**src/design/swpm_pkg.sv**
```systemverilog
// shared types and constants for the sliding window percentile monitor
// no dependencies
`default_nettype none

package swpm_pkg;

  localparam int DATA_W    = 24;
  localparam int SAMPLE_W  = 25;
  localparam int CNT_OUT_W = 11;
  localparam int REJ_W     = 32;
  localparam int ADDR_W    = 3;
  localparam int PDATA_W   = 32;

  localparam logic [1:0] ACT_PUSH  = 2'd0;
  localparam logic [1:0] ACT_QUERY = 2'd1;
  localparam logic [1:0] ACT_CLEAR = 2'd2;

  localparam logic [ADDR_W-1:0] ADDR_BUDGET = 3'd0;

  typedef struct packed {
    logic              vld;
    logic [DATA_W-1:0] val;
  } swpm_item_t;

  typedef struct packed {
    logic clr;
    logic shift;
  } swpm_cell_ctrl_t;

  typedef enum logic [5:0] {
    ST_IDLE  = 6'b000001,
    ST_FEED  = 6'b000010,
    ST_DRAIN = 6'b000100,
    ST_READ  = 6'b001000,
    ST_FIN   = 6'b010000,
    ST_SPARE = 6'b100000
  } swpm_state_e;

endpackage

`default_nettype wire

```
**src/design/swpm_cell.sv**
```systemverilog
// one sorting cell of the insertion chain: keeps one sample, passes the larger on
// depends on swpm_pkg
`default_nettype none

module swpm_cell (
  input  logic                      clk_i,
  input  logic                      rst_ni,
  input  swpm_pkg::swpm_cell_ctrl_t ctrl_i,
  input  swpm_pkg::swpm_item_t      in_i,
  input  swpm_pkg::swpm_item_t      right_i,
  output swpm_pkg::swpm_item_t      held_o,
  output swpm_pkg::swpm_item_t      pass_o
);
  import swpm_pkg::*;

  swpm_item_t held_q, held_d, pass_q, pass_d;

  always_comb begin
    held_d     = held_q;
    pass_d     = pass_q;
    pass_d.vld = 1'b0;
    if (ctrl_i.clr) begin
      held_d.vld = 1'b0;
    end else if (ctrl_i.shift) begin
      held_d = right_i;
    end else if (in_i.vld) begin
      if (!held_q.vld) begin
        held_d = in_i;
      end else if (in_i.val < held_q.val) begin
        held_d = in_i;
        pass_d = held_q;
      end else begin
        pass_d = in_i;
      end
    end
  end

  always_ff @(posedge clk_i or negedge rst_ni) begin
    if (!rst_ni) begin
      held_q <= '0;
      pass_q <= '0;
    end else begin
      held_q <= held_d;
      pass_q <= pass_d;
    end
  end

  assign held_o = held_q;
  assign pass_o = pass_q;

endmodule

`default_nettype wire

```
**config.mk**
```make
export PLATFORM = sky130hd
export DESIGN_NAME = swpm_cell
export DESIGN_NICKNAME = d
export VERILOG_FILES = /design/src/design/swpm_pkg.sv /design/src/design/swpm_cell.sv
export SDC_FILE = /design/constraint.sdc
export NUM_CORES = 1
export LEC_CHECK = 0
export ABC_AREA = 1
export BUFFER_PORTS_ARGS = -buffer_cell sky130_fd_sc_hd__buf_4
export CELL_PAD_IN_SITES_DETAIL_PLACEMENT = 1
export CELL_PAD_IN_SITES_GLOBAL_PLACEMENT = 1
export CORE_UTILIZATION = 36
export DETAILED_ROUTE_END_ITERATION = 6
export PLACE_DENSITY = 0.87
export SLEW_MARGIN = 25
export SYNTH_ARGS = -nofsm -noshare
export SYNTH_HDL_FRONTEND = slang
export SYNTH_SLANG_ARGS = --single-unit
export TNS_END_PERCENT = 100
```
**constraint.sdc**
```tcl
create_clock -name clk_i -period 2.5 [get_ports clk_i]
set_input_delay 0.25 -clock clk_i [delete_from_list [all_inputs] [get_ports clk_i]]
set_output_delay 0.25 -clock clk_i [all_outputs]
set_load 0.05 [all_outputs]
```
* Yosys cells after proc, flatten, opt, wreduce, memory -nomap -nowiden *
Cells that the tools add are included.

storage, ports and cells
  register bits = 50
  input port bits = 54
  output and inout bits = 50

operators by class
  bitwise gates (word level) = 2
  equal/unequal tests = 1
  reduce and logical (&&, ||, !) cells = 4
  mux-type cells = 10
  order comparisons = 1

operators by type and width
  cell                                            count
  two-way mux 25 bit                              6
  two-way mux 24 bit                              3
  less-than comparator 24 bit                     1
  AND reduction 4 bit                             1
  != test 3 x 2 -> 1 bit (second input constant)  1
  AND reduction 3 bit                             1
  nonzero test 3 bit                              1
  inverter 1 bit                                  2
  nonzero test 2 bit                              1
  two-way mux 1 bit                               1

* Depth between registers and ports, before layout *
Gate-level depths: netlist of the first run.

  depth in word-level cells = 6
  depth in mapped cells = 15

* Worst setup path after synthesis of the first run *
No wires, ideal clock.

  path kind = register -> register
  from = reg held_q, in the netlist held_o[19]
  to = reg held_q, in the netlist held_o[10]
  slack = 319 ps
  stages on the path, launching flop included = 16
  setup time = 119 ps
  data arrival time = 2062 ps
  cell sequence = dfrtp_1 inv_1 ha_1 nand2_1 nor2_1 nand2_2 inv_1 nand2_1 nand3_2 nor2_8 nand2_8 nand2_8 nand2_8 buf_6 nand2_1 nand2_1

between the ends
  longest elaborated chain between the ends = 3

RTL lines
  element                           RTL line         text
  start, declared                   swpm_cell.sv:16  swpm_item_t held_q, held_d, pass_q, pass_d;
  start signal, assigned            swpm_cell.sv:43  held_q <= held_d;
  less-than comparator 24 bit       swpm_cell.sv:29  end else if (in_i.val < held_q.val) begin
  != test 3 x 2 -> 1 bit (no line)  -
  AND reduction 3 bit (no line)     -

No other way between the ends.
A chain may end at the register's enable or synchronous reset.

* Worst setup path after layout of the first run *
  from = reg held_q, in the netlist held_o[5]
  to = reg held_q, in the netlist held_o[13]

The elaborated chain is that of the path after synthesis.

==> results.cfg, run 1 <==
[sta]
setup_violations = 0
min_period_ns = 2.24
fin_setup_tns_ns = 0
finalHoldViolCount = 0
relSlewSlack = 0.552
drv_slew = 0
fin_skew_ns = 0.0110
worstMarginPinSlew_ns = 0.672
fin_crit_sh = 0.897
grt_setup_unrepaired = false
max_freq_mhz = 446
whs_ns = 0.116

[clock_tree]
path_clk_slew_ns = 0.10
cts_tree = built
clock_latency_ns = 0.31
cts.repair.resized = 0
cts_buffer_depth = 2
cts_num_sinks = 50
cts_setup_buffers = 0
htreeDepth = 2
numCtsBuffers = 5
cts_root_buf = clkbuf_8
ctsHoldBuffers = 1

[floorplanning]
rows = 34
fp.dieW_um = 97.2
die_h_um = 97.2
io_pins = 104
initial_core_util = 0.372
die-area_sq_um = 9450
core-area_sq_um = 8760

[detailed_routing]
wire_per_inst_um = 16.4
ant_nets = 0
firstDrtPassIters = 4
vias = 3398
via_per_inst = 5.13
totalWireLength_mm = 10.9
drcViolationCount = 0
drtIter0Drc = 110

[logic_synthesis]
ys_warn_count = 0
synthCells = 460
syn_area_per_cell_sq_um = 7.09
synthesis.nets = 537
yosys_register_bits = 50
synthTopCellsByArea = dfrtp_1 (38%), nand2_1 (21%), nand3_1 (11%)
synth_area_sq_um = 3260
synth_cell_type_count = 25
synth_top_area_cell = dfrtp_1
synth_top_area_frac = 0.383
ys_seq_area_frac = 0.383

[critical_path]
cp-end-kind = flip-flop
reg2reg_depth = 12
path_cells = inv_1 > ha_1 > a21oi_1 > nor2_1 > nor3_1 > nand2_1 > nand2_2 > nand2_8 > nand2_8 > nand2_8 > nand2_1 > nand2_1
slowest_delay_ns = 0.40
crit_cells = 12
crit_buf_inv = 1
arrival_ns = 2.44
cpLargestDelayFamily = simple AND/OR/NAND/NOR gates
worstPathRequired_ns = 2.70
crit_fanout = 25
slowest_stage = dfrtp_1
criticalPathCategory = reg2reg
startpoint_type = flip-flop

[global_route]
grt_pass1_wl_mm = 18.2
antenna_found_initial = 0
grt_start_max_net_pins = 52
grt_pass1_vias = 3725
grt_overflow = 0
grt_usage = 0.239

[pwr]
p_leak_uw = 0.00244
ir_worst_vdd_mv = 0.357
finalPower_uw = 3530
powerDensity_nw_per_um2 = 838

[placed_design]
port_buffers = 103
placedCellCount = 655
place.gp.congestion = 0.821
hpwl_mm = 7.95

[flow_run]
drv.max_cap_violation_count = 0

[cells_and_area]
nFillCells = 1124
drive_gt1_frac = 0.238
instances_no_fill = 663
nets = 632
diodes = 0
area.growth.synth_to_final_pct = 29.2

[worst_hold_path]
hold_path_depth = 2
min_path_type = in2reg

[status]
status = finished clean
report_power, final:
group / switching [uW] / internal, uW
logic: 1250 / 544
clock network: 286 / 321
registers: 141 / 994
total: 1670 / 1860
metal layers:
metal	wire length, um	GRT usage
met1	4530	0.296
met2	5650	0.427
met3	436	0.0252
met4	290	0.0838
met5	0	0
worst paths after layout:
| check | endpoint | slack (ns) | from |
|---|---|---|---|
| setup / recovery | held_o[13]$_DFFE_PN0P_ | 0.26 | held_o[5]$_DFFE_PN0P_ |
| hold / removal | held_o[24]$_DFFE_PN0P_ | 0.12 | ctrl_i[1] |
| setup reg to reg | held_o[13]$_DFFE_PN0P_ | 0.26 | held_o[5]$_DFFE_PN0P_ |
| hold reg to reg | pass_o[10]$_DFFE_PN0P_ | 0.49 | pass_o[10]$_DFFE_PN0P_ |
| max in group asynchronous | held_o[6]$_DFFE_PN0P_ | 1.54 | rst_ni |
| min in group asynchronous | held_o[0]$_DFFE_PN0P_ | 0.52 | rst_ni |
Yosys cell counts (all sizes together):
master	n
a21oi	5
nand3b	1
nand2	185
clkbuf	6
nand3	75
inv	63
ha	23
nor3	2
buf	15
o21ai	24
a221oi	1
nor2	9
dfrtp	50
nand4	1
stage by stage:
stage	utilization	setup WS, ns	cell area [sq um]
4_1_cts	0.481	0.244	4220
2_1_floorplan	-	0.319	3260
3_3_place_gp	0.467	0.388	4090
3_5_place_dp	0.467	0.278	4090
5_1_grt	0.481	0.0585	4220
6_report	0.481	0.257	4220
flip-flops by register name, summed over array words and instances (netlist names):
name,flops
held_o,25
pass_o,25
placed cells by master (no fill, tap or decap):
cell	instances
nor3_2	1
ha_1	23
bufinv_16	1
a21oi_1	5
nand4_1	1
nand3_2	1
nor2_8	1
nand2_8	3
inv_2	5
nand3_1	74
buf_4	108
nand3b_1	1
nor2_1	5
nand2_2	3
clkbuf_8	6
a221oi_1	1
nand2_1	179
o21ai_0	24
inv_1	58
dfrtp_1	50
nor3_1	1
nor2_2	3
dlygate4sd3_1	1
kinds of logic (layout without fill, tap and decap cells):
group | Yosys count | in the layout | share of synthesized area
AO/OA/AOI/OAI | 30 | 30 | 0.0472
adder cells (fa/ha/maj) | 23 | 23 | 0.0882
buffers and inverters | 84 | 179 | 0.108
flip-flops | 50 | 50 | 0.383
AND/OR/NAND/NOR | 273 | 273 | 0.373
cell type report:
class | count | area (sq um) | share of cell area
multi-input cells | 326 | 1660 | 0.394
flip-flops and latches | 50 | 1250 | 0.297
repair buffers | 109 | 821 | 0.195
inverters | 63 | 236 | 0.0561
well taps | 108 | 135 | 0.0321
clock buffers | 6 | 82.6 | 0.0196
clock inverters | 1 | 30.0 | 0.00712
(Power assumes the default switching activity.)
==> run 2: changes to the inputs <==
--- a/config.mk
+++ b/config.mk
@@ -11,6 +11,7 @@
 export CELL_PAD_IN_SITES_GLOBAL_PLACEMENT = 1
 export CORE_UTILIZATION = 36
 export DETAILED_ROUTE_END_ITERATION = 6
+export MAX_ROUTING_LAYER = met4
 export PLACE_DENSITY = 0.87
 export SLEW_MARGIN = 25
 export SYNTH_ARGS = -nofsm -noshare
==> run 2 against run 1 <==
  * Maximum frequency up 0.18%
  * Register-to-register slack is essentially flat
  * Routed wire length decreased by 0.19%
  * Combinational power hardly changed
  * Critical endpoint unchanged
  * Via count unchanged
  * Critical path type unchanged
  * Global-route usage rose by 0.74 points
==> results.cfg, run 2 (synthesized netlist as in run 1, its figures left out) <==
[global_route]
antenna_found_initial = 0
grt_pass1_wl_mm = 18.2
grt_usage = 0.246
grt_start_max_net_pins = 52
grt_overflow = 0
grt_pass1_vias = 3726

[sta]
relSlewSlack = 0.552
max_freq_mhz = 447
worstMarginPinSlew_ns = 0.673
grt_setup_unrepaired = false
finalHoldViolCount = 0
min_period_ns = 2.24
drv_slew = 0
fin_skew_ns = 0.0106
fin_setup_tns_ns = 0
setup_violations = 0
fin_crit_sh = 0.896

[placed_design]
port_buffers = 103
hpwl_mm = 7.95
place_area_sq_um = 4090
place.gp.congestion = 0.833

[clock_tree]
numCtsBuffers = 5
path_clk_slew_ns = 0.10
cts_root_buf = clkbuf_8
cts.repair.resized = 0
htreeDepth = 2
cts_num_sinks = 50
cts_buffer_depth = 2
cts_tree = built
clock_latency_ns = 0.31

[detailed_routing]
ant_nets = 0
wire_per_inst_um = 16.4
vias = 3398
firstDrtPassIters = 4
drtIter0Drc = 118
totalWireLength_mm = 10.9
via_per_inst = 5.13
drcViolationCount = 0

[cells_and_area]
diodes = 0
drive_gt1_frac = 0.238
final_area_sq_um = 4220
nets = 632
final_common_cell = nand2_1
final_cell_mix = nand2_1 (179), buf_4 (108), nand3_1 (74)
area.growth.synth_to_final_pct = 29.2

[floorplanning]
rows = 34
fp.dieW_um = 97.2
die-area_sq_um = 9450
die_h_um = 97.2
io_pins = 104
core-area_sq_um = 8760
initial_core_util = 0.372

[critical_path]
regToRegSetupSlack_ns = 0.26
crit_fanout = 25
cp-end-kind = flip-flop
worstPathRequired_ns = 2.70
arrival_ns = 2.44
startpoint_type = flip-flop
criticalPathCategory = reg2reg

[worst_hold_path]
min_path_type = in2reg

[status]
status = finished clean

[pwr]
finalPower_uw = 3530
powerDensity_nw_per_um2 = 838
p_leak_uw = 0.00244
ir_worst_vdd_mv = 0.357

[flow_run]
drv.max_cap_violation_count = 0
run 2: cell counts in the layout (fill, tap and decap cells not counted):
Identical to the previous run, type by type.
run 2: final cells by class:
cell class | instances | area, sq um
clock buffers | 6 | 82.6
clock inverters | 1 | 30.0
fillers | 1124 | 4550
inverters | 63 | 236
multi-input cells | 326 | 1660
flip-flops and latches | 50 | 1250
well taps | 108 | 135
repair buffers | 109 | 821
run 2: final timing paths:
| path | end | start | cells past startpoint |
|---|---|---|---|
| max in group asynchronous | held_o[6]$_DFFE_PN0P_ | rst_ni | 2 |
| min | held_o[24]$_DFFE_PN0P_ | ctrl_i[1] | 2 |
| min in group asynchronous | pass_o[19]$_DFFE_PN0P_ | rst_ni | 2 |
| max reg2reg | held_o[13]$_DFFE_PN0P_ | held_o[5]$_DFFE_PN0P_ | 12 |
| max | held_o[13]$_DFFE_PN0P_ | held_o[5]$_DFFE_PN0P_ | 12 |
| min reg2reg | pass_o[10]$_DFFE_PN0P_ | pass_o[10]$_DFFE_PN0P_ | 2 |
run 2: power breakdown:
group	internal (uW)	switching [uW]	leakage (uW)
Combinational	544	1250	0.00175
Sequential	994	141	0.000629
Clock	321	285	0.0000573
Total	1860	1670	0.00244
run 2: timing repair:
action,in CTS,in global routing
endpoints found under the hold margin,8,0
endpoints found under the setup margin,0,0
buffers inserted,0,0
hold buffers,1,0
run 2: through the flow:
step,instances,worst slack (ns),utilization,hold WS [ns]
2_1_floorplan,460,0.319,-,-0.0456
3_3_place_gp,655,0.388,0.467,0.324
3_5_place_dp,655,0.278,0.467,0.333
4_1_cts,663,0.244,0.481,0.114
5_1_grt,663,0.0585,0.481,0.113
6_report,663,0.261,0.481,0.117
run 2: critical path, cell delays in order (launching register included):
cell	delay (ns)
dfrtp_1	0.40
inv_1	0.08
ha_1	0.29
a21oi_1	0.14
nor2_1	0.06
nor3_1	0.13
nand2_1	0.13
nand2_2	0.14
nand2_8	0.16
nand2_8	0.22
nand2_8	0.17
nand2_1	0.10
nand2_1	0.06
run 2: layer usage:
layer / vias to the layer above / global-route usage / part of all wire
li1: 1627 / - / -
met1: 1647 / 0.297 / 0.42
met2: 98 / 0.427 / 0.52
met3: 26 / 0.0309 / 0.041
met4: 0 / 0.0769 / 0.025
met5: - / - / 0
==> run 3: changes to the inputs <==
--- a/config.mk
+++ b/config.mk
@@ -13,6 +13,7 @@
 export DETAILED_ROUTE_END_ITERATION = 6
 export MAX_ROUTING_LAYER = met4
 export PLACE_DENSITY = 0.87
+export REMOVE_ABC_BUFFERS = 1
 export SLEW_MARGIN = 25
 export SYNTH_ARGS = -nofsm -noshare
 export SYNTH_HDL_FRONTEND = slang
==> run 3 against run 2 <==
  * The run now ends with negative hold slack left
  * Register-to-register slack worse by 0.08 ns
  * Largest power group unchanged
  * Largest cell class unchanged
  * Routed wire length down 2.7%
  * Sequential power about the same
  * Core utilization down 0.30 points
  * Clock skew down 0.0042 ns
==> results.cfg, run 3 (synthesized netlist as in run 1, its figures left out) <==
[status]
status = finished with violations
violations = negative hold slack

[critical_path]
arrival_ns = 2.51
worstPathRequired_ns = 2.70
startpoint = held_o[19]$_DFFE_PN0P_
cp-end-kind = flip-flop
crit_fanout = 26
reg2reg_from = held_o[19]$_DFFE_PN0P_
startpoint_type = flip-flop
criticalPathCategory = reg2reg

[placed_design]
hpwl_mm = 7.52
place.gp.congestion = 0.812
port_buffers = 103
placedCellCount = 655

[pwr]
p_leak_uw = 0.00242
finalPower_uw = 3380
ir_worst_vdd_mv = 0.314
powerDensity_nw_per_um2 = 807

[sta]
fin_skew_ns = 0.00642
whs_ns = -0.0207
grt_setup_unrepaired = true
worstMarginPinSlew_ns = 0.838
relSlewSlack = 0.441
fin_crit_sh = 0.926
drv_slew = 0
max_freq_mhz = 432
finalHoldViolCount = 30
setup_violations = 0
min_period_ns = 2.31

[floorplanning]
die_h_um = 97.2
io_pins = 104
core-area_sq_um = 8760
initial_core_util = 0.372
die-area_sq_um = 9450
fp.dieW_um = 97.2
rows = 34

[cells_and_area]
nets = 632
diodes = 0
nFillCells = 1142
drive_gt1_frac = 0.236
final_cell_mix = nand2_1 (179), buf_4 (108), nand3_1 (74)
final_util = 0.478
area.growth.synth_to_final_pct = 28.4
instances_no_fill = 663
final_common_cell = nand2_1

[global_route]
antenna_found_initial = 0
grt_pass1_wl_mm = 17.6
grt_overflow = 0
grt_usage = 0.237
grt_pass1_vias = 3667
grt_start_max_net_pins = 52

[clock_tree]
htreeDepth = 2
clock_latency_ns = 0.30
numCtsBuffers = 5
cts_num_sinks = 50
cts_root_buf = clkbuf_8
cts_setup_buffers = 0
cts_tree = built
path_clk_slew_ns = 0.09
cts_buffer_depth = 2

[flow_run]
drv.max_cap_violation_count = 0

[detailed_routing]
firstDrtPassIters = 4
drcViolationCount = 0
ant_nets = 0
vias = 3351
drtIter0Drc = 106
totalWireLength_mm = 10.6
wire_per_inst_um = 16.0
via_per_inst = 5.05

[worst_hold_path]
min_path_type = in2async
==> run 3: through the flow <==
step / setup TNS [ns] / worst slack, ns / hold slack (ns) / cell area (sq um)
finish: 0 / 0.185 / -0.0207 / 4190
global route: -0.0194 / -0.0194 / 0.00710 / 4190
CTS: 0 / 0.177 / 0.00191 / 4170
detailed placement: 0 / 0.193 / 0.340 / 4090
global placement: 0 / 0.343 / 0.331 / 4090
floorplan: 0 / 0.0915 / -0.0456 / 3150
==> run 3: area by class of cell <==
type	count	area, sq um	share of cell area
clock buffer	7	76.3	0.0182
inverter	63	236	0.0565
timing repair buffer	108	811	0.194
tap	108	135	0.0323
multi-input combinational	327	1680	0.401
sequential	50	1250	0.299
==> run 3: critical path, stage by stage, from the launching register on <==
cell and delay [ns]:
dfrtp_1 0.41, inv_1 0.08, ha_1 0.31, nand2_1 0.12, nor2_1 0.08, nand2_2 0.10, inv_1 0.05, nand2_1 0.07
nand3_2 0.11, nor2_8 0.14, nand2_8 0.16, nand2_8 0.25, nand2_8 0.13, nand2_1 0.13, nand2_1 0.07
==> run 3: power breakdown <==
part           switching [uW]  internal [uW]
sequential                137            994
combinational            1240            544
clock                     272            194
==> run 3: timing repair <==
item / CTS / global route
hold buffers: 0 / 0
endpoints found under the setup margin: 0 / 23
resized for setup: 0 / 1
==> run 3: metal layers <==
metal / vias up / GRT usage / share of wire
li1: 1627 / - / -
met1: 1631 / 0.278 / 0.43
met2: 80 / 0.420 / 0.51
met3: 13 / 0.0331 / 0.038
met4: 0 / 0.0723 / 0.014
met5: - / - / 0
==> run 3: final timing paths <==
kind	cells after the start	slack (ns)	endpoint
min in group clk_i	2	0.13	held_o[24]$_DFFE_PN0P_
setup / recovery	14	0.19	held_o[5]$_DFFE_PN0P_
setup reg to reg	14	0.19	held_o[5]$_DFFE_PN0P_
max in group asynchronous	1	2.06	pass_o[16]$_DFFE_PN0P_
hold reg to reg	2	0.49	pass_o[3]$_DFFE_PN0P_
hold / removal	1	-0.02	pass_o[19]$_DFFE_PN0P_
