===== src/design/swpm_div.sv =====
// restoring divider, one quotient bit per cycle
// depends on nothing
`default_nettype none

module swpm_div #(
  parameter int NUM_W = 35,
  parameter int DEN_W = 11
) (
  input  logic             clk_i,
  input  logic             rst_ni,
  input  logic             start_i,
  input  logic [NUM_W-1:0] num_i,
  input  logic [DEN_W-1:0] den_i,
  output logic             done_o,
  output logic [NUM_W-1:0] quo_o
);
  localparam int CW = $clog2(NUM_W + 1);

  logic [DEN_W:0]   rem_q, rem_d, rem_sh;
  logic [NUM_W-1:0] quo_q, quo_d;
  logic [DEN_W-1:0] den_q;
  logic [CW-1:0]    cnt_q, cnt_d;
  logic             busy_q, busy_d;

  always_comb begin
    rem_sh = {rem_q[DEN_W-1:0], quo_q[NUM_W-1]};
    rem_d  = rem_q;
    quo_d  = quo_q;
    cnt_d  = cnt_q;
    busy_d = busy_q;
    if (start_i) begin
      rem_d  = '0;
      quo_d  = num_i;
      cnt_d  = '0;
      busy_d = 1'b1;
    end else if (busy_q) begin
      if (rem_sh >= {1'b0, den_q}) begin
        rem_d = rem_sh - {1'b0, den_q};
        quo_d = {quo_q[NUM_W-2:0], 1'b1};
      end else begin
        rem_d = rem_sh;
        quo_d = {quo_q[NUM_W-2:0], 1'b0};
      end
      cnt_d = cnt_q + 1'b1;
      if (cnt_q == CW'(NUM_W - 1)) begin
        busy_d = 1'b0;
      end
    end
  end

  always_ff @(posedge clk_i or negedge rst_ni) begin
    if (!rst_ni) begin
      busy_q <= 1'b0;
      cnt_q  <= '0;
    end else begin
      busy_q <= busy_d;
      cnt_q  <= cnt_d;
    end
  end

  always_ff @(posedge clk_i) begin
    rem_q <= rem_d;
    quo_q <= quo_d;
    if (start_i) begin
      den_q <= den_i;
    end
  end

  assign done_o = !busy_q;
  assign quo_o  = quo_q;

endmodule

`default_nettype wire


===== config.mk =====
export PLATFORM = sky130hd
export DESIGN_NAME = swpm_div
export DESIGN_NICKNAME = d
export VERILOG_FILES = /design/src/design/swpm_div.sv
export SDC_FILE = /design/constraint.sdc
export NUM_CORES = 1
export LEC_CHECK = 0
export BUFFER_PORTS_ARGS = -buffer_cell sky130_fd_sc_hd__buf_2
export CAP_MARGIN = 10
export CORE_ASPECT_RATIO = 2
export CORE_MARGIN = 5
export CORE_UTILIZATION = 45
export DETAILED_ROUTE_END_ITERATION = 16
export PLACE_DENSITY = 0.71
export SYNTH_ARGS = -nofsm -noshare
export SYNTH_HDL_FRONTEND = slang
export SYNTH_SLANG_ARGS = --single-unit

===== constraint.sdc =====
create_clock -name clk_i -period 5.5 [get_ports clk_i]
set_input_delay 1.1 -clock clk_i [delete_from_list [all_inputs] [get_ports clk_i]]
set_output_delay 1.1 -clock clk_i [all_outputs]
set_load 0.005 [all_outputs]

-- Yosys cells after proc, flatten, opt, wreduce, memory -nomap -nowiden
Cells that the tools add are included.
- input bits: 49
- flip-flop bits (word level): 64
- reductions and logical operators: 2
- $lt $le $gt $ge: 1
- add/subtract/negate cells: 2
- mux-type cells: 9
- equal/unequal tests: 1
- operators by type and width (cell ; number):
    35-bit 2-to-1 mux ; 2
    12-bit by 11-bit greater-or-equal comparator with 1-bit output ; 1
    6-bit 2-to-1 mux ; 2
    11-bit 2-to-1 mux ; 1
    11-bit subtractor ; 1
    6-bit by 1-bit adder with 6-bit output, second input constant ; 1
    6-bit == test, second input constant ; 1
    1-bit 2-to-1 mux ; 4
    2-bit nonzero test ; 1
    1-bit logical NOT ; 1

-- Depth between registers and ports, before layout
Gate-level depths: netlist (run 1).
- depth after elaboration: 4
- depth in mapped cells: 10
- mapped depth without buffers: 9

-- Worst setup path before layout (run 1)
OpenSTA, ideal clock, no wires.
- path kind: input-to-reg
- start point: input start_i
- end point: register quo_q[0], in the netlist quo_o[0] (enable)
- path buffers: 1
- cell stages on the path: 3
- data arrival time: 2.196 ns
- library setup time: 0.393 ns
- setup slack: 2.911 ns
- cells stage by stage: clkbuf_1 inv_1 nand2_1
- longest elaborated chain between the ends: 1
- ends and longest elaborated chain (what ; line ; text):
    start: declaration ; 11 ; input logic start_i,
    2-bit nonzero test (no line) ; -- ;
    end signal: assignment ; 63 ; quo_q <= quo_d;
    end: declaration ; 20 ; logic [NUM_W-1:0] quo_q, quo_d;
No other way between the ends.
A chain may end at the register's enable or synchronous reset.

-- Worst setup path after layout (run 1)
- start point: register busy_q
- end point: output done_o
- longest elaborated chain between the ends: 1
- ends and longest elaborated chain (what ; line ; text):
    start: declaration ; 23 ; logic busy_q, busy_d;
    start signal: assignment ; 56 ; busy_q <= busy_d;
    1-bit logical NOT ; 69 ; assign done_o = !busy_q;
    end: declaration ; 14 ; output logic done_o,
No other way between the ends.

==> Flow_metrics.wiki, run 1 <==
{| class="wikitable"
! Metric !! Value
|-
| Final RePlAce weighted congestion || slightly above 0.8
|-
| Areal power density over the cells || around 420 nW/um^2
|-
| Post-detailed-placement half-perimeter wirelength || 5.09 mm
|-
| Worst-case reg-to-reg path depth || 9
|-
| Detailed Routing Iterations Pass 1 || 4
|-
| Commonest non-fill, non-tap cell in the layout || buf_2
|-
| Post-Syn Nets || between 300 and 400
|-
| Overall Global Routing Usage || about 15%
|-
| Measured slew at the worst slew-check pin || 0.901 ns
|-
| Critical path fanouts, max || 29
|-
| Seq pwr share || 38.3%
|-
| Cell chosen for the clock root || clkbuf_16
|-
| Critical Setup Path Class || reg -> out
|-
| Total setup buffers inserted after CTS || 0
|-
| Max transition margin || 39.9%
|-
| Data required, critical path || 4.40 ns
|-
| Core ar. || 6990 um^2
|-
| Number of buffers added on ports || 84
|-
| Reported leakage power || between 1.5 and 2 nW
|-
| Hold crit path type || reg -> reg
|-
| Setup repair after global routing missed its margin || false
|-
| Latest clock arrival within the worst-skew pair || roughly 0.32 ns
|-
| Setup tns final || 0 ns
|-
| Internal power || 1.17 mW
|-
| Global-route congestion overflow total || 0
|-
| Gates resized, CTS repair || 0
|-
| Maximum level of the CTS H-tree || 3
|-
| Async set-or-reset flop fraction in the synthesized netlist || 10.9%
|-
| Count of standard-cell rows || 43
|-
| Highest-count cells in the layout ignoring fill and taps || 84 x buf_2, 46 x edfxtp_1, 35 x mux2_2
|-
| Maximum number of pins on one net before global-route repair || 63
|-
| Net switching power || 0.526 mW
|-
| Count of synthesis-stage warnings from yosys || 0
|-
| Total vias in the final route || 2,298
|-
| Outcome || completed
|-
| Number of failing setup endpoints in the final timing report || 0
|-
| Clk pin slew, worst setup/hold paths || 0.05 ns
|-
| Area growth from synthesis to layout || 23.3%
|-
| Worst clock skew || between 0.006 and 0.007 ns
|-
| Cts bufs inserted || 9
|-
| Synthesized area per cell || 12.6 um^2
|-
| Total DRC errors in the routed layout || 0
|-
| Count of antenna diodes in the layout || 0
|-
| Effective utilization at floorplan || 46.4%
|-
| Clock period minus final worst setup slack || 2.84 ns
|-
| Post-cts hold buffer count || 0
|-
| Combinational cell fraction of total power || between 30% and 40%
|-
| Worst setup slack before clock tree synthesis || 2.73 ns
|-
| Final setup margin || 2.66 ns
|-
| WHS Path Cells || 2
|-
| Total Nets Final || 406
|-
| Post-synthesis cell area || 3240 um^2
|-
| Vias in the first global route || 2,395
|-
| Post-route antenna net violation count || 0
|-
| Category of the worst setup path capture point || output port
|-
| Vert. Die Dim || 130 um
|-
| Final Hold Viols || 0
|-
| Routed wire length per instance || 15.6 um
|-
| Worst Path Arrival || 1.74 ns
|-
| Maximum capacitance violations || 0
|-
| Share of post-route cells with drive strength above 1 || between 40% and 50%
|-
| Clock tree buffer depth || 2
|-
| Total I/O pin count || 85
|-
| F_max || 353 MHz
|-
| Number of DRC violations after detailed-routing iteration 0 || 83
|-
| Sink Count || 64
|-
| Flip-flop cell with the highest count after synthesis || edfxtp_1
|-
| Die boundary width || 70.0 um
|-
| TritonCTS clock tree || done
|-
| Kind of start point of the critical path || flip-flop
|-
| Global-route wire length before repair || 10.9 mm
|-
| Net switching fraction of the power || 31.0%
|-
| Number of flops mapped to enable cells by yosys || 46
|-
| Sequential share of the synthesized area || a little over half
|-
| Number of distinct library cell variants in the gate-level netlist after synthesis || 45
|-
| Fraction of the cycle the final worst path needs || 51.6%
|-
| Routed wire length || 6.85 mm
|-
| Area of the die || a little over 9000 um^2
|-
| Synthesized instance count || 257
|-
| Slew Viols, Final || 0
|-
| Detail-routed via count per cell || ~5.2
|-
| Maximum vdd ir drop || 232 uV
|-
| Antenna violations before repair || 0
|-
| Share of power burned in the clock network || 29.6%
|-
| FF+latch count, synth || 64
|-
| Filler cell count in the final layout || 604
|}
==> metal layers <==
layer / global-route usage (%) / wire [um]
met3: 4.63 / 388
met5: 0 / 0
met4: 7.90 / 180
met2: 28.2 / 3740
met1: 15.9 / 2540
==> worst paths after layout <==
| path | from | slack (ns) | end |
|---|---|---|---|
| max in group asynchronous | rst_ni | 4.74 | cnt_q[4] |
| worst max-delay path | busy_q | 2.66 | done_o |
| worst min-delay path | rem_q[3] | 0.50 | rem_q[3] |
| worst max register to register | quo_o[34] | 2.71 | rem_q[2] |
| min in group asynchronous | rst_ni | 0.60 | cnt_q[5] |
| worst min register to register | rem_q[3] | 0.50 | rem_q[3] |
==> cell usage after synthesis, types with 2 or more instances <==
master,number,area (um^2)
o21ai_2,4,35.0
clkbuf_1,8,30.0
nand2_1,10,37.5
xnor2_1,6,52.6
nor2b_1,2,12.5
nor2_1,19,71.3
o21ai_0,9,45.0
a211oi_1,7,52.6
ha_1,13,163
o2111ai_1,2,17.5
mux2i_1,7,70.1
o21a_1,2,15.0
nand4_1,3,18.8
o31a_1,2,17.5
or3_1,3,18.8
nand2b_1,4,25.0
a21oi_1,6,30.0
o211ai_1,2,15.0
xor2_1,3,26.3
dfxtp_1,11,220
a311oi_1,2,17.5
o22ai_1,2,12.5
inv_1,17,63.8
dfrtp_1,7,175
nand3_1,7,35.0
edfxtp_1,46,1380
mux2_2,35,394
==> flip-flops by register name, summed over array words and instances (netlist names) <==
signal and count:
rem_q 11, den_q 11, quo_o 35, busy_q 1, cnt_q 6
==> metrics by stage <==
stage	power [mW]	area (um^2)	instances	utilization (%)	hold slack, ns
2_1_floorplan	1.08	3240	257	-	0.474
3_3_place_gp	1.19	3740	422	53.4	0.495
3_5_place_dp	1.21	3740	422	53.4	0.500
4_1_cts	1.71	4000	438	57.2	0.507
5_1_grt	1.79	4000	438	57.2	0.541
6_report	1.70	4000	438	57.2	0.505
==> worst max-delay path, stage by stage (launching register included) <==
cell     delay, ns
dfrtp_1       0.93
inv_1         0.27
buf_2         0.21
==> final cells by class <==
| cell class | count | area, um^2 | area share (%) |
|---|---|---|---|
| Timing Repair Buffer | 86 | 435 | 10.9 |
| Multi-Input combinational cell | 164 | 1340 | 33.6 |
| Clock buffer | 15 | 258 | 6.45 |
| Tap cell | 90 | 113 | 2.82 |
| Inverter | 18 | 67.6 | 1.69 |
| Clock inverter | 1 | 3.75 | 0.0939 |
| Sequential cell | 64 | 1780 | 44.4 |
==> kinds of logic after synthesis <==
kind of cell,count (synthesis),share of synthesized area [%]
DFF,64,54.8
AOI/OAI and AO/OA,43,9.76
muxes,42,14.3
buffers and inverters,29,3.74
xor gates and xnor gates,9,2.43
adders and majority gates,14,5.64
and+or+nand+nor,56,9.30
==> power groups by stage <==
stage | clock network, mW | logic [mW] | registers [mW]
after detailed placement | 0 | 0.548 | 0.658
after global placement | 0 | 0.533 | 0.657
after global routing | 0.533 | 0.602 | 0.659
after floorplan | 0 | 0.428 | 0.648
final | 0.502 | 0.545 | 0.650
after CTS | 0.513 | 0.549 | 0.651
(Power assumes the default switching activity.)
==> run 2, diff against run 1 <==
- ABC_AREA: unset -> 1
- PLACE_DENSITY: 0.71 -> 0.73
- clock period: 5.5 -> 2.6 ns (I/O delays scaled with it)
==> run 2 against run 1 <==
Compared with the run above:
- register-to-register slack got worse by 2.2 ns
- synthesized area rose by 5.8%
- die area rose by 5.1%
- hold slack got worse by 0.49 ns
- clock skew fell by 0.0027 ns
- wire length rose by 22%
- critical path type is now reg -> reg
==> Flow_metrics.wiki, run 2 <==
{| class="wikitable"
! Metric !! Value
|-
| Outcome || completed
|-
| Hold crit path type || in -> async
|-
| Flip-flop cell with the highest count after synthesis || edfxtp_1
|-
| Post-detailed-placement half-perimeter wirelength || 6.31 mm
|-
| Vert. Die Dim || 133 um
|-
| Number of distinct library cell variants in the gate-level netlist after synthesis || 29
|-
| Total I/O pin count || 85
|-
| Setup repair after global routing missed its margin || false
|-
| Sink Count || 64
|-
| Total vias in the final route || roughly 3,000
|-
| Core ar. || 7540 um^2
|-
| Routed wire length || 8.36 mm
|-
| TritonCTS clock tree || done
|-
| Clock period minus final worst setup slack || 2.08 ns
|-
| Detailed Routing Iterations Pass 1 || 4
|-
| Async set-or-reset flop fraction in the synthesized netlist || 10.9%
|-
| Overall Global Routing Usage || 18.7%
|-
| Clock tree buffer depth || 2
|-
| Synth cell count leaders || 181 x nand2_1, 50 x inv_1, 46 x edfxtp_1
|-
| Cts bufs inserted || 9
|-
| Maximum number of pins on one net before global-route repair || between 50 and 60
|-
| Reported leakage power || 2.21 nW
|-
| Antenna violations before repair || 0
|-
| Critical path fanouts, max || 12
|-
| Max transition margin || 43.1%
|-
| Number of DRC violations after detailed-routing iteration 0 || 136
|-
| Largest register FFs || 35
|-
| Maximum level of the CTS H-tree || 3
|-
| Kind of start point of the critical path || flip-flop
|-
| Slew Viols, Final || 0
|-
| Sequential share of the synthesized area || 51.8%
|-
| Total power after layout || 3.58 mW
|-
| Gates resized, CTS repair || 0
|-
| Register-to-register setup slack || between 0.5 and 0.6 ns
|-
| Number of buffers added on ports || 84
|-
| Maximum vdd ir drop || ~580 uV
|-
| Final RePlAce weighted congestion || 0.923
|-
| Cells along the critical path || inv_1 -> ha_1 -> fa_1 -> inv_1 -> nand3_1 -> nand3_2 -> nand2_2 -> nand4_2 -> nand2_1 -> nand2_1
|-
| Detail-routed via count per cell || between 4 and 5
|-
| Effective utilization at floorplan || a little under half
|-
| Area of the die || approximately 9600 um^2
|-
| Non-Filler Instances || 600
|-
| Final Hold Viols || 0
|-
| Count of standard-cell rows || between 40 and 50
|-
| Fraction of post-synthesis cell area in the top cell type by area || 40.3%
|-
| Synthesized instance count || approximately 420
|-
| Post-Syn Nets || 478
|-
| Post-synthesis cell area || 3430 um^2
|-
| Highest-count cells in the layout ignoring fill and taps || 181 x nand2_1, 84 x buf_2, 50 x inv_1
|-
| Worst clock skew || 0.00414 ns
|-
| Latest clock arrival within the worst-skew pair || approximately 0.32 ns
|-
| Cell at the slowest stage of the critical path || edfxtp_1
|-
| Setup tns final || 0 ns
|-
| F_max || 481 MHz
|-
| Post-cts hold buffer count || 0
|-
| Measured slew at the worst slew-check pin || about 0.85 ns
|-
| Category of the worst setup path capture point || flip-flop
|-
| Most common cell in the synthesized netlist || nand2_1
|-
| Commonest non-fill, non-tap cell in the layout || nand2_1
|-
| Number of flops mapped to enable cells by yosys || 46
|-
| Area growth from synthesis to layout || 23.0%
|-
| Synth area leader || edfxtp_1
|-
| Worst-case reg-to-reg path depth || 10
|-
| Largest cells by area after synthesis || edfxtp_1 40%, nand2_1 20%, dfxtp_1 6.4%
|-
| Post-route antenna net violation count || 0
|-
| Number of placed instances, taps included || ~580
|-
| Cell chosen for the clock root || clkbuf_16
|-
| Areal power density over the cells || 849 nW/um^2
|-
| Share of post-route cells with drive strength above 1 || 23.9%
|-
| Total DRC errors in the routed layout || 0
|-
| Clk pin slew, worst setup/hold paths || 0.05 ns
|-
| FF+latch count, synth || 64
|-
| Maximum capacitance violations || 0
|-
| Routed wire length per instance || 13.9 um
|-
| Global-route congestion overflow total || 0
|-
| Data required, critical path || 2.68 ns
|-
| Synthesized area per cell || 8.26 um^2
|-
| Count of antenna diodes in the layout || 0
|-
| Number of failing setup endpoints in the final timing report || 0
|-
| Total Nets Final || between 500 and 600
|-
| Fraction of the cycle the final worst path needs || between 70% and 80%
|-
| Critical Path Max Stage Delay || 0.38 ns
|-
| Critical Setup Path Class || reg -> reg
|-
| Total setup buffers inserted after CTS || 0
|-
| Vias in the first global route || a little over 3,000
|-
| Count of synthesis-stage warnings from yosys || 0
|-
| Die boundary width || roughly 72 um
|-
| Global-route wire length before repair || 13.9 mm
|-
| Worst Path Arrival || ~2.2 ns
|}
[run 2: cell types whose count changed after synthesis, moves of 6 or more]
cell / previous run / this run
nand3_1: 7 / 25
inv_1: 17 / 50
nand2_1: 10 / 181
nand4_1: 3 / 15
nand3_2: 0 / 6
o21ai_0: 9 / 2
mux2_2: 35 / 0
mux2i_1: 7 / 0
a211oi_1: 7 / 0
[run 2: where the power goes]
group	switching (mW)	internal, mW	leakage (nW)
logic	0.675	0.431	1.40
registers	0.117	1.26	0.674
clock network	0.406	0.692	0.133
total	1.20	2.38	2.21
[run 2: final timing paths]
kind / start / to
max in group asynchronous: rst_ni / cnt_q[0]
min reg2reg: rem_q[10] / rem_q[10]
min in group clk_i: den_i[7] / den_q[7]
min: rst_ni / cnt_q[1]
max reg2reg: quo_o[34] / quo_o[0]
max: quo_o[34] / quo_o[0]
[run 2: cell families after synthesis]
kind of cell	Yosys count	share of synthesized area, %
AOI/OAI and AO/OA	12	1.93
xor gates and xnor gates	3	0.766
adders and majority gates	14	5.33
buffers and inverters	66	7.92
DFF	64	51.8
and+or+nand+nor	256	32.3
[run 2: per-layer routing]
layer,track usage (%),vias to the layer above,share of wire (%)
met5,0,-,0
met4,9.21,0,3.3
met3,4.61,19,5.7
met2,34.6,92,56
met1,18.6,1370,35
li1,-,1496,-
[run 2: critical path, delay by kind of cell (launching register included)]
kind / cells / cell delay [ns]
and+or+nand+nor: 6 / 0.89
adders and majority gates: 2 / 0.41
DFF: 1 / 0.38
buffers and inverters: 2 / 0.15
[run 2: cell type report]
type	instances	area, um^2
repair buffers	89	470
clock inverters	3	16.3
fillers	718	3330
flip-flops and latches	64	1780
well taps	94	118
inverters	52	195
clock buffers	13	260
multi-input cells	285	1380
[run 2: per-stage QoR]
step | hold WS [ns] | instance area (um^2) | utilization, % | setup slack, ns
6_report | 0.0174 | 4220 | 55.9 | 0.523
2_1_floorplan | 0.224 | 3430 | - | 0.791
3_5_place_dp | 0.360 | 3940 | 52.2 | 0.539
5_1_grt | 0.0237 | 4220 | 55.9 | 0.328
3_3_place_gp | 0.360 | 3940 | 52.2 | 0.585
4_1_cts | 0.0152 | 4220 | 55.9 | 0.537
==> run 3, diff against run 2 <==
- PLACE_DENSITY: 0.73 -> 0.7
- clock period: 2.6 -> 2.1 ns (I/O delays scaled with it)
==> run 3 against run 2 <==
Compared with the run above:
- critical endpoint is now rem_q[4]
- hold slack gained 0.25 ns
- die area is the same
- power grew 24%
- critical path type unchanged
- fmax grew 8.0%
- global-route usage shrank 0.39 points
- non-clock buffer count grew 5
- combinational power grew 27%
- clock power grew 22%
- largest cell class unchanged
- sequential share of layout area shrank 0.35 points
- utilization grew 0.46 points
- first-iteration DRC count grew 2.2%
- highest routed layer unchanged
- clock skew grew 0.0019 ns
==> Flow_metrics.wiki, run 3 (synthesized netlist as in run 2, its figures left out) <==
{| class="wikitable"
! Metric !! Value
|-
| Measured slew at the worst slew-check pin || 0.439 ns
|-
| Commonest non-fill, non-tap cell in the layout || nand2_1
|-
| Post-detailed-placement half-perimeter wirelength || 6.33 mm
|-
| Total power after layout || 4.45 mW
|-
| Number of DRC violations after detailed-routing iteration 0 || 139
|-
| Area of the die || 9570 um^2
|-
| Clk pin slew, worst setup/hold paths || 0.05 ns
|-
| Vert. Die Dim || 133 um
|-
| Number of failing setup endpoints in the final timing report || 0
|-
| Max transition margin || roughly 70%
|-
| Area growth from synthesis to layout || 24.0%
|-
| Core ar. || 7540 um^2
|-
| Critical path fanouts, max || 12
|-
| Number of placed instances, taps included || 588
|-
| Worst Path Arrival || ~2.1 ns
|-
| Hold crit path type || in -> reg
|-
| Launch point of the worst path || quo_o[34]
|-
| Internal power || 2.94 mW
|-
| Cts bufs inserted || 9
|-
| Count of standard-cell rows || 45
|-
| Outcome || completed
|-
| Worst clock skew || between 0.006 and 0.007 ns
|-
| Count of antenna diodes in the layout || 0
|-
| TritonCTS clock tree || done
|-
| Global-route congestion overflow total || 0
|-
| Share of power burned in the clock network || 30.2%
|-
| Setup tns final || 0 ns
|-
| Category of the worst setup path capture point || flip-flop
|-
| Seq pwr share || 38.0%
|-
| Maximum vdd ir drop || 611 uV
|-
| Data required, critical path || between 2 and 2.5 ns
|-
| End of the worst register-to-register path || rem_q[4]
|-
| Largest register FFs || 35
|-
| Post-route antenna net violation count || 0
|-
| Effective utilization at floorplan || 45.5%
|-
| Routed wire length || 8.24 mm
|-
| Antenna violations before repair || 0
|-
| Setup repair after global routing missed its margin || false
|-
| Maximum capacitance violations || 0
|-
| Clock period minus final worst setup slack || 1.92 ns
|-
| Register-to-register setup slack || 0.18 ns
|-
| Sink Count || 64
|-
| Final Hold Viols || 0
|-
| Net switching fraction of the power || 34.1%
|-
| Kind of start point of the critical path || flip-flop
|-
| Maximum number of pins on one net before global-route repair || 43
|-
| Detailed Routing Iterations Pass 1 || 4
|-
| Crit path to || rem_q[4]
|-
| Detail-routed via count per cell || just under 5
|-
| Combinational cell fraction of total power || a little under a third
|-
| F_max || 520 MHz
|-
| Routed wire length per instance || 13.6 um
|-
| Clock tree buffer depth || 2
|-
| Total setup buffers inserted after CTS || 0
|-
| Total vias in the final route || 2,991
|-
| Maximum level of the CTS H-tree || 3
|-
| Reported leakage power || between 2 and 2.5 nW
|-
| Total Nets Final || 569
|-
| Worst-case reg-to-reg path depth || 11
|-
| Cell chosen for the clock root || clkbuf_16
|-
| Final RePlAce weighted congestion || 0.895
|-
| Net switching power || 1.52 mW
|-
| Areal power density over the cells || 1050 nW/um^2
|-
| Latest clock arrival within the worst-skew pair || 0.32 ns
|-
| Total I/O pin count || 85
|-
| Non-Filler Instances || roughly 610
|-
| Vias in the first global route || between 3,000 and 4,000
|-
| Global-route wire length before repair || 13.6 mm
|-
| Number of buffers added on ports || 84
|-
| Highest-count cells in the layout ignoring fill and taps || 181 x nand2_1, 84 x buf_2, 50 x inv_1
|-
| Slew Viols, Final || 0
|-
| Share of post-route cells with drive strength above 1 || 24.7%
|-
| Fraction of the cycle the final worst path needs || 91.6%
|-
| Total DRC errors in the routed layout || 0
|-
| Overall Global Routing Usage || 18.3%
|-
| Die boundary width || between 70 and 80 um
|-
| Critical Setup Path Class || reg -> reg
|-
| Reg2reg start || quo_o[34]
|}
run 3: cell types whose count changed in the layout (fill, tap and decap cells not counted):
cell	change
nand4_2	-1
clkbuf_8	-1
buf_12	-1
clkinv_4	+1
buf_4	+5
dlygate4sd3_1	+1
nand4_4	+1
clkinvlp_4	+1
clkbuf_1	-1
run 3: critical path, cell delays in order, from the launching register on:
cell and delay, ns:
edfxtp_1 0.33, inv_1 0.06, ha_1 0.22, fa_1 0.40, inv_1 0.10, nand3_1 0.08
nand3_2 0.12, nand2_2 0.09, nand4_4 0.17, nand2_1 0.10, nand3_1 0.09, nand2_1 0.06
run 3: cell type report:
class,instances,area [um^2]
clock buffer,11,243
clock inverter,5,32.5
fill,721,3290
inverter,52,195
multi-input combinational,285,1390
sequential,64,1780
tap,94,118
timing repair buffer,94,498
run 3: repair_timing:
action,CTS,global route
hold buffers,1,0
endpoints found under the setup margin,0,11
gates resized for setup,0,1
endpoints found under the hold margin,7,0
run 3: through the flow:
stage	setup slack (ns)	hold slack, ns	util, %	cell area (um^2)
after global routing	0.0233	0.253	56.4	4250
after CTS	0.0809	0.261	56.3	4240
after floorplan	0.291	0.124	-	3430
after global placement	0.132	0.261	52.5	3960
final	0.177	0.269	56.4	4250
after detailed placement	0.0787	0.262	52.5	3960
run 3: how the worst min path moves through the flow:
| stage | end | slack [ns] | cells past startpoint | start |
|---|---|---|---|---|
| after global placement | busy_q | 0.26 | 1 | rst_ni |
| after floorplan | busy_q | 0.12 | 0 | rst_ni |
| after detailed placement | cnt_q[4] | 0.26 | 1 | rst_ni |
| after global routing | den_q[10] | 0.25 | 1 | den_i[10] |
| after CTS | den_q[10] | 0.26 | 1 | den_i[10] |
| final | den_q[8] | 0.27 | 1 | den_i[8] |
run 3: power by group through the flow:
stage	combinational (mW)	clock, mW	sequential, mW
final	1.41	1.34	1.69
after global routing	1.60	1.44	1.72
after CTS	1.41	1.37	1.69
after detailed placement	1.40	0	1.71
after global placement	1.37	0	1.71
after floorplan	1.04	0	1.69
run 3: per-layer routing:
layer / vias up / wire length, um / GRT usage [%]
met5: - / 0 / 0
met4: 0 / 489 / 12.1
met3: 33 / 430 / 5.21
met2: 98 / 4300 / 31.6
met1: 1353 / 3020 / 18.5
li1: 1507 / - / -
